### src/rtl/alo_pkg.sv
// shared types and constants for the angle observer
package alo_pkg;

    // fixed field widths of the sample and estimate beats
    localparam int RAW_W     = 16;
    localparam int POS_OUT_W = 16;
    localparam int VEL_W     = 32;

    // configuration port geometry
    localparam int APB_AW = 4;
    localparam int APB_DW = 32;

    // register widths and reset values
    localparam int L1_W    = 16;
    localparam int L2_W    = 32;
    localparam int STEP_W  = 32;
    localparam int LIMIT_W = 31;

    localparam logic [LIMIT_W-1:0] SPEED_LIMIT_RST = 31'd768000;

    // register indexes, taken from paddr word bits
    typedef enum logic [1:0] {
        REG_L1_GAIN     = 2'd0,
        REG_L2_GAIN     = 2'd1,
        REG_STEP_GAIN   = 2'd2,
        REG_SPEED_LIMIT = 2'd3
    } reg_idx_t;

    // observer gains and clamp as seen by the datapath
    typedef struct packed {
        logic [L1_W-1:0]    l1_gain;
        logic [L2_W-1:0]    l2_gain;
        logic [STEP_W-1:0]  step_gain;
        logic [LIMIT_W-1:0] speed_limit;
    } cfg_t;

endpackage

### src/rtl/alo_stream_if.sv
// valid/ready channels for raw samples and observer estimates

interface alo_in_if;
    logic                       valid;
    logic                       ready;
    logic [alo_pkg::RAW_W-1:0]  raw_angle;

    modport source (output valid, output raw_angle, input ready);
    modport sink   (input valid, input raw_angle, output ready);
endinterface

interface alo_out_if;
    logic                              valid;
    logic                              ready;
    logic [alo_pkg::POS_OUT_W-1:0]     position;
    logic signed [alo_pkg::VEL_W-1:0]  velocity;

    modport source (output valid, output position, output velocity, input ready);
    modport sink   (input valid, input position, input velocity, output ready);
endinterface

### src/rtl/alo_regs.sv
// configuration register file behind the apb-style port
module alo_regs
(
    input  logic                         clk,
    input  logic                         rst_n,
    input  logic                         psel,
    input  logic                         penable,
    input  logic                         pwrite,
    input  logic [alo_pkg::APB_AW-1:0]   paddr,
    input  logic [alo_pkg::APB_DW-1:0]   pwdata,
    output logic [alo_pkg::APB_DW-1:0]   prdata,
    output logic                         pready,
    output alo_pkg::cfg_t                cfg
);

    alo_pkg::cfg_t     cfg_reg;
    alo_pkg::reg_idx_t idx;
    logic              wr_en;

    assign idx    = alo_pkg::reg_idx_t'(paddr[3:2]);
    assign wr_en  = psel && penable && pwrite;
    assign pready = 1'b1;
    assign cfg    = cfg_reg;

    // register writes on the access phase
    always_ff @(posedge clk or negedge rst_n)
    begin
        if (!rst_n)
        begin
            cfg_reg.l1_gain     <= '0;
            cfg_reg.l2_gain     <= '0;
            cfg_reg.step_gain   <= '0;
            cfg_reg.speed_limit <= alo_pkg::SPEED_LIMIT_RST;
        end
        else if (wr_en)
        begin
            unique case (idx)
                alo_pkg::REG_L1_GAIN:     cfg_reg.l1_gain     <= pwdata[alo_pkg::L1_W-1:0];
                alo_pkg::REG_L2_GAIN:     cfg_reg.l2_gain     <= pwdata[alo_pkg::L2_W-1:0];
                alo_pkg::REG_STEP_GAIN:   cfg_reg.step_gain   <= pwdata[alo_pkg::STEP_W-1:0];
                alo_pkg::REG_SPEED_LIMIT: cfg_reg.speed_limit <= pwdata[alo_pkg::LIMIT_W-1:0];
                default: ;
            endcase
        end
    end

    // read mux
    always_comb
    begin
        unique case (idx)
            alo_pkg::REG_L1_GAIN:     prdata = alo_pkg::APB_DW'(cfg_reg.l1_gain);
            alo_pkg::REG_L2_GAIN:     prdata = alo_pkg::APB_DW'(cfg_reg.l2_gain);
            alo_pkg::REG_STEP_GAIN:   prdata = alo_pkg::APB_DW'(cfg_reg.step_gain);
            alo_pkg::REG_SPEED_LIMIT: prdata = alo_pkg::APB_DW'(cfg_reg.speed_limit);
            default:                  prdata = '0;
        endcase
    end

endmodule

### src/rtl/alo_update.sv
// one observer update: wrapped error, position advance, velocity clamp
module alo_update
#(
    parameter int ANGLE_BITS         = 16,
    parameter int POSITION_FRAC_BITS = 16
)
(
    input  logic [ANGLE_BITS-1:0]                     raw_a,
    input  logic [ANGLE_BITS+POSITION_FRAC_BITS-1:0]  pos,
    input  logic signed [alo_pkg::VEL_W-1:0]          vel,
    input  alo_pkg::cfg_t                             cfg,
    output logic [ANGLE_BITS+POSITION_FRAC_BITS-1:0]  pos_next,
    output logic signed [alo_pkg::VEL_W-1:0]          vel_next
);

    localparam int AW = ANGLE_BITS;
    localparam int PW = ANGLE_BITS + POSITION_FRAC_BITS;

    // drift term scale 2^(PW-40), correction term scale 2^(frac-16)
    localparam int DRIFT_SH = PW - 40;
    localparam int DRIFT_L  = (DRIFT_SH > 0) ? DRIFT_SH : 0;
    localparam int DRIFT_R  = (DRIFT_SH < 0) ? -DRIFT_SH : 0;
    localparam int CORR_SH  = POSITION_FRAC_BITS - 16;
    localparam int CORR_L   = (CORR_SH > 0) ? CORR_SH : 0;
    localparam int CORR_R   = (CORR_SH < 0) ? -CORR_SH : 0;

    logic [AW-1:0]                            diff;
    logic signed [AW-1:0]                     err;
    logic signed [63:0]                       drift_prod;
    logic signed [63:0]                       drift_sc;
    logic signed [AW+alo_pkg::L1_W:0]         corr_prod;
    logic signed [63:0]                       corr_sc;
    logic signed [AW+alo_pkg::L2_W:0]         gain_prod;
    logic signed [63:0]                       vel_sum;
    logic signed [63:0]                       lim_pos;
    logic signed [63:0]                       lim_neg;
    logic signed [63:0]                       vel_clamped;

    // shortest signed path: the modular difference read as two's complement
    assign diff = raw_a - pos[PW-1 -: AW];
    assign err  = signed'(diff);

    // position advance from the old velocity plus the error correction
    assign drift_prod = vel * signed'({1'b0, cfg.step_gain});
    assign drift_sc   = (drift_prod <<< DRIFT_L) >>> DRIFT_R;
    assign corr_prod  = err * signed'({1'b0, cfg.l1_gain});
    assign corr_sc    = (64'(corr_prod) <<< CORR_L) >>> CORR_R;
    assign pos_next   = pos + PW'(drift_sc) + PW'(corr_sc);

    // velocity correction, floored, then clamp to the speed limit
    assign gain_prod = err * signed'({1'b0, cfg.l2_gain});
    assign vel_sum   = 64'(vel) + 64'(gain_prod >>> 16);
    assign lim_pos   = signed'(64'(cfg.speed_limit));
    assign lim_neg   = -lim_pos;

    always_comb
    begin
        if (vel_sum > lim_pos)
            vel_clamped = lim_pos;
        else if (vel_sum < lim_neg)
            vel_clamped = lim_neg;
        else
            vel_clamped = vel_sum;
    end

    assign vel_next = alo_pkg::VEL_W'(vel_clamped);

endmodule

### src/rtl/angle_luenberger_observer_core.sv
// top level of the position/velocity observer with its register port
//
//  channel   dir  beat contents                   handshake
//  sample    in   raw_angle                       valid/ready
//  estimate  out  position, velocity              valid/ready
//  apb       in   l1, l2, step gains, limit       psel/penable, pready high
//
// one sample per cycle sustained while estimates are taken; a beat taken
// passes the sample register, then the update into the state registers,
// which double as the result register, before the estimate port.
// the update loop (error, multiply, add, clamp) is combinational.
// reset clears both estimates and loads the register defaults.
// a stalled estimate holds the state; an empty sample register takes one
// more beat, then sample ready drops until the estimate is taken.
module angle_luenberger_observer_core
#(
    parameter int ANGLE_BITS         = 16,
    parameter int POSITION_FRAC_BITS = 16
)
(
    input  logic                        clk,
    input  logic                        rst_n,
    alo_in_if.sink                      sample,
    alo_out_if.source                   estimate,
    input  logic                        psel,
    input  logic                        penable,
    input  logic                        pwrite,
    input  logic [alo_pkg::APB_AW-1:0]  paddr,
    input  logic [alo_pkg::APB_DW-1:0]  pwdata,
    output logic [alo_pkg::APB_DW-1:0]  prdata,
    output logic                        pready
);

    localparam int AW = ANGLE_BITS;
    localparam int PW = ANGLE_BITS + POSITION_FRAC_BITS;

    alo_pkg::cfg_t                      cfg;
    logic                               smp_valid_reg;
    logic [alo_pkg::RAW_W-1:0]          raw_reg;
    logic                               res_valid_reg;
    logic [PW-1:0]                      pos_reg;
    logic signed [alo_pkg::VEL_W-1:0]   vel_reg;
    logic [PW-1:0]                      pos_next;
    logic signed [alo_pkg::VEL_W-1:0]   vel_next;
    logic [AW-1:0]                      raw_a;
    logic                               advance;
    logic                               take;

    alo_regs u_regs
    (
        .clk     (clk),
        .rst_n   (rst_n),
        .psel    (psel),
        .penable (penable),
        .pwrite  (pwrite),
        .paddr   (paddr),
        .pwdata  (pwdata),
        .prdata  (prdata),
        .pready  (pready),
        .cfg     (cfg)
    );

    // handshake: the update stage moves when the result slot is free or being taken
    assign advance      = !res_valid_reg || estimate.ready;
    assign sample.ready = !smp_valid_reg || advance;
    assign take         = sample.valid && sample.ready;

    // raw sample resized to the angle width
    assign raw_a = AW'({{AW{1'b0}}, raw_reg});

    alo_update
    #(
        .ANGLE_BITS         (ANGLE_BITS),
        .POSITION_FRAC_BITS (POSITION_FRAC_BITS)
    )
    u_update
    (
        .raw_a    (raw_a),
        .pos      (pos_reg),
        .vel      (vel_reg),
        .cfg      (cfg),
        .pos_next (pos_next),
        .vel_next (vel_next)
    );

    // sample payload register
    always_ff @(posedge clk)
    begin
        if (take)
            raw_reg <= sample.raw_angle;
    end

    // control and observer state
    always_ff @(posedge clk or negedge rst_n)
    begin
        if (!rst_n)
        begin
            smp_valid_reg <= 1'b0;
            res_valid_reg <= 1'b0;
            pos_reg       <= '0;
            vel_reg       <= '0;
        end
        else
        begin
            if (sample.ready)
                smp_valid_reg <= sample.valid;
            if (advance)
            begin
                res_valid_reg <= smp_valid_reg;
                if (smp_valid_reg)
                begin
                    pos_reg <= pos_next;
                    vel_reg <= vel_next;
                end
            end
        end
    end

    // estimates straight from the state
    assign estimate.valid    = res_valid_reg;
    assign estimate.position = alo_pkg::POS_OUT_W'({{alo_pkg::POS_OUT_W{1'b0}},
                                                    pos_reg[PW-1 -: AW]});
    assign estimate.velocity = vel_reg;

endmodule

### src/flat_wrapper.sv
// flat-port wrapper written by rule: the top's interface ports become plain ports
module angle_luenberger_observer_core_flat 
#(
    parameter int ANGLE_BITS         = 16,
    parameter int POSITION_FRAC_BITS = 16
)
  (clk, rst_n, psel, penable, pwrite, paddr, pwdata, prdata, pready, sample_valid, sample_raw_angle, sample_ready, estimate_valid, estimate_position, estimate_velocity, estimate_ready);
  alo_in_if sample_i ();
  alo_out_if estimate_i ();
  input  logic clk;
  input  logic rst_n;
  input  logic psel;
  input  logic penable;
  input  logic pwrite;
  input  logic [alo_pkg::APB_AW-1:0] paddr;
  input  logic [alo_pkg::APB_DW-1:0] pwdata;
  output logic [alo_pkg::APB_DW-1:0] prdata;
  output logic pready;
  input wire logic [$bits(sample_i.valid)-1:0] sample_valid;
  input wire logic [$bits(sample_i.raw_angle)-1:0] sample_raw_angle;
  output wire logic [$bits(sample_i.ready)-1:0] sample_ready;
  output wire logic [$bits(estimate_i.valid)-1:0] estimate_valid;
  output wire logic [$bits(estimate_i.position)-1:0] estimate_position;
  output wire logic [$bits(estimate_i.velocity)-1:0] estimate_velocity;
  input wire logic [$bits(estimate_i.ready)-1:0] estimate_ready;
  assign sample_i.valid = sample_valid;
  assign sample_i.raw_angle = sample_raw_angle;
  assign sample_ready = sample_i.ready;
  assign estimate_valid = estimate_i.valid;
  assign estimate_position = estimate_i.position;
  assign estimate_velocity = estimate_i.velocity;
  assign estimate_i.ready = estimate_ready;
  angle_luenberger_observer_core #(.ANGLE_BITS(ANGLE_BITS), .POSITION_FRAC_BITS(POSITION_FRAC_BITS)) u_core (.clk(clk), .rst_n(rst_n), .sample(sample_i), .estimate(estimate_i), .psel(psel), .penable(penable), .pwrite(pwrite), .paddr(paddr), .pwdata(pwdata), .prdata(prdata), .pready(pready));
endmodule
### config.mk
export PLATFORM = sky130hd
export DESIGN_NAME = angle_luenberger_observer_core_flat
export DESIGN_NICKNAME = d
export VERILOG_FILES = /design/src/rtl/alo_pkg.sv /design/src/rtl/alo_stream_if.sv /design/src/rtl/alo_regs.sv /design/src/rtl/alo_update.sv /design/src/rtl/angle_luenberger_observer_core.sv /design/src/flat_wrapper.sv
export SDC_FILE = /design/constraint.sdc
export NUM_CORES = 2
export LEC_CHECK = 0
export BUFFER_PORTS_ARGS = -buffer_cell sky130_fd_sc_hd__buf_4
export CAP_MARGIN = 20
export CORE_MARGIN = 3
export CORE_UTILIZATION = 55
export DETAILED_ROUTE_END_ITERATION = 10
export PLACE_DENSITY = 0.74
export SLEW_MARGIN = 10
export SYNTH_ARGS = -nofsm -noshare
export SYNTH_HDL_FRONTEND = slang
export SYNTH_SLANG_ARGS = --single-unit
### constraint.sdc
create_clock -name clk -period 11.51 [get_ports clk]
set_clock_uncertainty 0.05 [all_clocks]
set_input_delay 2.302 -clock clk [delete_from_list [all_inputs] [get_ports clk]]
set_output_delay 2.302 -clock clk [all_outputs]
set_load 0.02 [all_outputs]
# Yosys cells after proc, flatten, opt, wreduce, memory -nomap -nowiden
# Index checks and enable logic that the tools add are counted.
[classes]
add_sub_neg = 5
multipliers = 3
order_cmp = 2
n_eq_ne = 3
mux = 3
n_reduce_logical = 13
[ops]
columns = ["op", "count"]
rows = [
  ["$pmux 32 s4", 1],
  ["$add 32x32->32", 2],
  ["$lt 34x64->1", 1],
  ["$mux 32", 2],
  ["$neg 31->64", 1],
  ["$mul 16x33->49", 1],
  ["$mul 32x33->40", 1],
  ["$add 32x33->34", 1],
  ["$gt 34x32->1", 1],
  ["$mul 16x17->32", 1],
  ["$sub 16x16->16", 1],
  ["$reduce_and 2->1", 5],
  ["$eq 2x2->1 const B", 2],
  ["$logic_and 1x1->1", 3],
  ["$eq 2x1->1 const B", 1],
  ["$logic_not 1->1", 2],
  ["$logic_not 2->1", 1],
  ["$logic_or 1x1->1", 2],
]
[totals]
register_bits = 193
inputBits = 59
out_inout_bits = 83
word_cells = 38

# Depth between registers and ports, before layout
[depth]
word_depth = 6
depth_mapped = 62
ltp_nobuf = 58

# Cells and area by module
# A second synthesis with hierarchy kept.
[hier_totals]
cells_unflattened = 6951
area_unflattened_um2 = 63229.4
[by_module_without_submodules]
columns = ["mod", "n_inst", "cells_each", "area_each_um2", "seq_area_each_um2"]
rows = [
  ["alo_update", 1, 6474, 54902.7, 0.0],
  ["alo_regs", 1, 303, 5009.8, 2786.4],
  ["angle_luenberger_observer_core", 1, 174, 3316.9, 2132.0],
]

# Least setup slack after synthesis
# No wires, ideal clock.
[synth_timing]
path_type = "register to register"
startpoint = "register u_core.raw_reg (netlist bit u_core.raw_a[0])"
endpoint = "register u_core.vel_reg (netlist bit u_core.estimate.velocity[14])"
setup_time_ns = 0.144
t_arrival_ns = 12.551
required_time_ns = 11.316
slack_ns = -1.235
stages_incl_launch_ff = 55
n_path_buf = 4
synth_period_minus_slack_ns = 12.745
cell_sequence = "edfxtp_1 > inv_1 > ha_1 > inv_1 > fa_1 > a21o_1 > a21oi_1 > o21bai_1 > a21oi_1 > o21ai_1 > a21oi_1 > o21ai_0 > nor2_1 > xnor2_1 > clkbuf_1 > clkbuf_1 > nand2_1 > fa_1 > (+19 left out) > clkbuf_1 > a21o_1 > a211oi_1 > nand2_1 > o221ai_2 > ha_1 > a21o_1 > a21o_1 > a211oi_1 > o21bai_1 > a31o_2 > and4bb_2 > a21oi_4 > xnor2_1 > buf_4 > nor2_1 > a2111oi_2 > a311oi_2"
[synth_between]
elab_chain_cells = 6
elab_cells_between_ends = 7
classes_between = "2 x add/sub; 1 x mul; 2 x order compare; 2 x mux"
[synth_rtl]
columns = ["item", "line", "source"]
rows = [
  ["start, declared", "angle_luenberger_observer_core.sv:39", "logic [alo_pkg::RAW_W-1:0] raw_reg;"],
  ["start signal, assigned", "angle_luenberger_observer_core.sv:90", "raw_reg <= sample.raw_angle;"],
  ["$sub 16x16->16 (*)", "alo_update.sv:40", "assign diff = raw_a - pos[PW-1 -: AW];"],
  ["$mul 16x33->49 (*)", "alo_update.sv:51", "assign gain_prod = err * signed'({1'b0, cfg.l2_gain});"],
  ["$add 32x33->34 (*)", "alo_update.sv:52", "assign vel_sum = 64'(vel) + 64'(gain_prod >>> 16);"],
  ["$lt 34x64->1", "alo_update.sv:60", "else if (vel_sum < lim_neg)"],
  ["$mux 32", "alo_update.sv:60", ""],
  ["$mux 32 (*)", "alo_update.sv:58", "if (vel_sum > lim_pos)"],
  ["end signal, assigned", "angle_luenberger_observer_core.sv:113", "vel_reg <= vel_next;"],
  ["end, declared", "angle_luenberger_observer_core.sv:42", "logic signed [alo_pkg::VEL_W-1:0] vel_reg;"],
]
# Every way passes the cells marked *; elsewhere a longest branch is shown, timed or not.
# A chain may end at the register's enable or synchronous reset.

# Worst setup path in the final report
[layout_timing]
startpoint = "register u_core.pos_reg[17]"
endpoint = "register u_core.vel_reg (netlist bit u_core.estimate.velocity[3])"
[layout_between]
elab_chain_cells = 6
elab_cells_between_ends = 7
classes_between = "2 x add/sub; 1 x mul; 2 x order compare; 2 x mux"
[layout_rtl]
columns = ["item", "line", "source"]
rows = [
  ["start, declared", "angle_luenberger_observer_core.sv:41", "logic [PW-1:0] pos_reg;"],
  ["start signal, assigned", "angle_luenberger_observer_core.sv:112", "pos_reg <= pos_next;"],
  ["$sub 16x16->16 (*)", "alo_update.sv:40", ""],
  ["$mul 16x33->49 (*)", "alo_update.sv:51", ""],
  ["$add 32x33->34 (*)", "alo_update.sv:52", ""],
  ["$lt 34x64->1", "alo_update.sv:60", ""],
  ["$mux 32", "alo_update.sv:60", ""],
  ["$mux 32 (*)", "alo_update.sv:58", ""],
]
# Marks and branches as above.

==> results.sh <==
export IMPL_layout_min_cycle_time_ns=12.70
export IMPL_layout_setup_ws_ns=-1.19
export IMPL_synth_area_um2=63000
export IMPL_io_pins=142
export IMPL_synth_seq_cells=193
export IMPL_grt_remaining_overflow=0
export IMPL_syn_nets=9006
export IMPL_failed_checks="negative setup slack"
export IMPL_avgSynthCellArea_um2=8.94
export IMPL_tightest_slew_ns=1.04
export IMPL_fin_nets=9613
export IMPL_die_w_um=344
export IMPL_coreArea_um2=113000
export IMPL_hold_buffers=0
export IMPL_yosys_warnings=0
export IMPL_critPathArrivalTime_ns=13.06
export IMPL_cp_slowest_stage_delay_ns=0.52
export IMPL_setup_viol=43
export IMPL_grt_use_total_pct=33.4
export IMPL_slowest_stage="fa_1"
export IMPL_num_vias=51600
export IMPL_crit_required_ns=11.86
export IMPL_antenna_found_initial=10
export IMPL_clkLatencyLatePin_ns=0.53
export IMPL_synth_distinct_cells=95
export IMPL_avgRoutedWirePerCell_um=21.0
export IMPL_clk_path_buf_depth=2
export IMPL_status="complete, but fails checks"
export IMPL_ys_flop_type="dfrtp_1"
export IMPL_grt_util_met2_pct=55.0
export IMPL_ctsHtreeMaxLevel=4
export IMPL_critPathLaunchType="flop"
export IMPL_cap_violations=0
export IMPL_largest_reg_flops=111
export IMPL_dieArea_um2=119000
export IMPL_vias_per_cell=5.63
export IMPL_drt_antenna_violating_nets=0
export IMPL_use_met3_pct=6.60
export IMPL_die_h_um=344
export IMPL_drive_gt1_share_pct=19.6
export IMPL_hold_viol=0
export IMPL_cts_root_buffer="clkbuf_16"
export IMPL_grt_most_used_layer="met2"
export IMPL_dp_cells=9027
export IMPL_synth_edf_count=16
export IMPL_cpMostUsedCell="fa_1"
export IMPL_routabilityCongestion=0.993
export IMPL_fillers=8775
export IMPL_synth_cells=7040
export IMPL_critPathKind="flop to flop"
export IMPL_grt_pass1_wl_mm=304
export IMPL_start_util_pct=55.7
export IMPL_drc=0
export IMPL_dp_hpwl_mm=155
export IMPL_cts_sinks=193
export IMPL_wirelength_mm=193
export IMPL_cts_tree="yes"
export IMPL_synthTopCellsByArea="fa_1, ha_1, inv_1"
export IMPL_cp_max_fo=6
export IMPL_rows=123
export IMPL_drt_initial_drc_count=3875
export IMPL_place_port_buffers=138
export IMPL_path_clk_slew_ns=0.08
export IMPL_grt_use_met1_pct=40.9
export IMPL_synthArstFlopShare_pct=91.7
export IMPL_synth_top_cell_area_share_pct=41.2
export IMPL_first_pass_iters=6
export IMPL_slew_viol_final=0
export IMPL_fmax_mhz=78.7
export IMPL_fin_crit_sh_pct=110
export IMPL_cts_buffers=17
export IMPL_finalCoreUtilization_pct=65.5
export IMPL_first_global_vias=56400
export IMPL_yosysTopAreaCell="fa_1"
export IMPL_crit_path_end_kind="flop"
export IMPL_areaGrowthSynthToFinish_pct=17.7
export IMPL_stdcell_count=9169
export IMPL_hold_path_class="flop to flop"
export IMPL_seq_area_frac_synth_pct=7.81
export IMPL_rsz0062_at_grt="true"
export IMPL_grt_start_max_net_pins=83
export IMPL_relSlewSlack_pct=30.6
## routing by layer
| layer | wire length (um) | share of wire, % |
|---|---|---|
| met3 | 17600 | 9.1 |
| met5 | 25 | 0.013 |
| met4 | 14200 | 7.4 |
| met2 | 90600 | 47 |
| met1 | 70200 | 36 |
## Yosys cell counts (8+ instances only)
master / n
or2_1: 13
or2_2: 19
mux4_2: 16
nor4_1: 8
or3_1: 11
edfxtp_1: 16
mux2_2: 95
o21ai_1: 26
buf_2: 10
dfrtp_1: 170
inv_1: 1616
nand2_1: 1141
a211oi_1: 9
xnor2_1: 152
nand4_1: 35
a21o_1: 102
nor2_1: 125
o21bai_1: 17
o22ai_1: 9
a31o_2: 8
buf_4: 22
a22o_1: 15
xor2_1: 61
nand2b_1: 41
nand3_1: 41
o311ai_1: 11
o31ai_1: 11
clkbuf_1: 321
o21ai_0: 112
ha_1: 611
buf_1: 29
fa_1: 1296
and3_1: 16
nor2b_1: 52
a21oi_1: 144
o21a_1: 28
and2_1: 455
nor3_1: 50
## final cells by class
class | count | area (um2) | area share, %
tap | 1500 | 1880 | 2.53
clock buffer | 17 | 425 | 0.574
timing repair buffer | 972 | 8170 | 11.0
sequential | 193 | 4940 | 6.66
clock inverter | 15 | 216 | 0.292
multi-input combinational | 4846 | 52400 | 70.7
antenna | 9 | 22.5 | 0.0304
inverter | 1617 | 6070 | 8.19
## worst max-delay path: cells and delay by family (launching register included)
kind / cells / cell delay (ns)
buffers and inverters: 13 / 1.48
XOR/XNOR: 3 / 0.49
flip-flops: 1 / 0.43
AO/OA/AOI/OAI: 25 / 5.04
adder cells (fa/ha/maj): 10 / 4.01
AND/OR/NAND/NOR: 8 / 1.07
## kinds of logic after synthesis
kind of cell             count (synthesis)  synth area share (%)
other                                    1               0.00596
adder cells (fa/ha/maj)               1907                  53.3
multiplexers                           120                  2.43
AND/OR/NAND/NOR                       2033                  15.2
flip-flops                             193                  7.81
XOR/XNOR                               214                  3.01
buffers and inverters                 2003                  12.1
AO/OA/AOI/OAI                          569                  6.11
## final timing paths
path,cells past startpoint,end,slack [ns],from
max,59,u_core.estimate.velocity[3],-1.19,u_core.pos_reg[17]
min,2,u_core.pos_reg[13],0.45,u_core.pos_reg[13]
max reg2reg,59,u_core.estimate.velocity[3],-1.19,u_core.pos_reg[17]
min reg2reg,2,u_core.pos_reg[13],0.45,u_core.pos_reg[13]
max in group asynchronous,2,u_core.estimate.velocity[28],8.33,rst_n
min in group asynchronous,1,u_core.pos_reg[7],1.72,rst_n
## through the flow
stage	setup slack, ns	setup TNS [ns]	hold slack (ns)	instance area, um2
5_1_grt	-1.60	-55.28	0.498	74100
4_1_cts	-1.03	-32.50	0.456	72900
3_5_place_dp	-1.35	-49.94	0.433	70600
3_3_place_gp	-1.15	-41.34	0.418	70600
2_1_floorplan	-0.318	-7.69	0.400	63200
6_report	-1.19	-37.95	0.449	74100
## cell usage in the layout, fill, tap and decap left out, types with 29 or more instances in the layout
master,n
inv_2,29
buf_6,37
nand3_1,35
nor3_1,44
ha_1,573
inv_1,1588
nand2_1,1125
xor2_1,54
nand2b_1,40
and2_1,446
nor2b_1,50
a21oi_1,91
buf_12,47
o21ai_1,42
a21o_1,102
dfrtp_1,156
buf_4,877
ha_4,38
a21oi_2,52
nand4_1,35
xnor2_1,124
o21ai_0,81
mux2_2,95
nor2_1,103
fa_1,1274
## repair_timing
item	CTS	global route
endpoints found under the setup margin	47	51
pin swaps	171	167
cloned	7	0
resized for setup	215	209
setup buffers	69	35
Power is not shown: default switching activity piles up to over one toggle a cycle in this logic, so the estimate is an artifact.
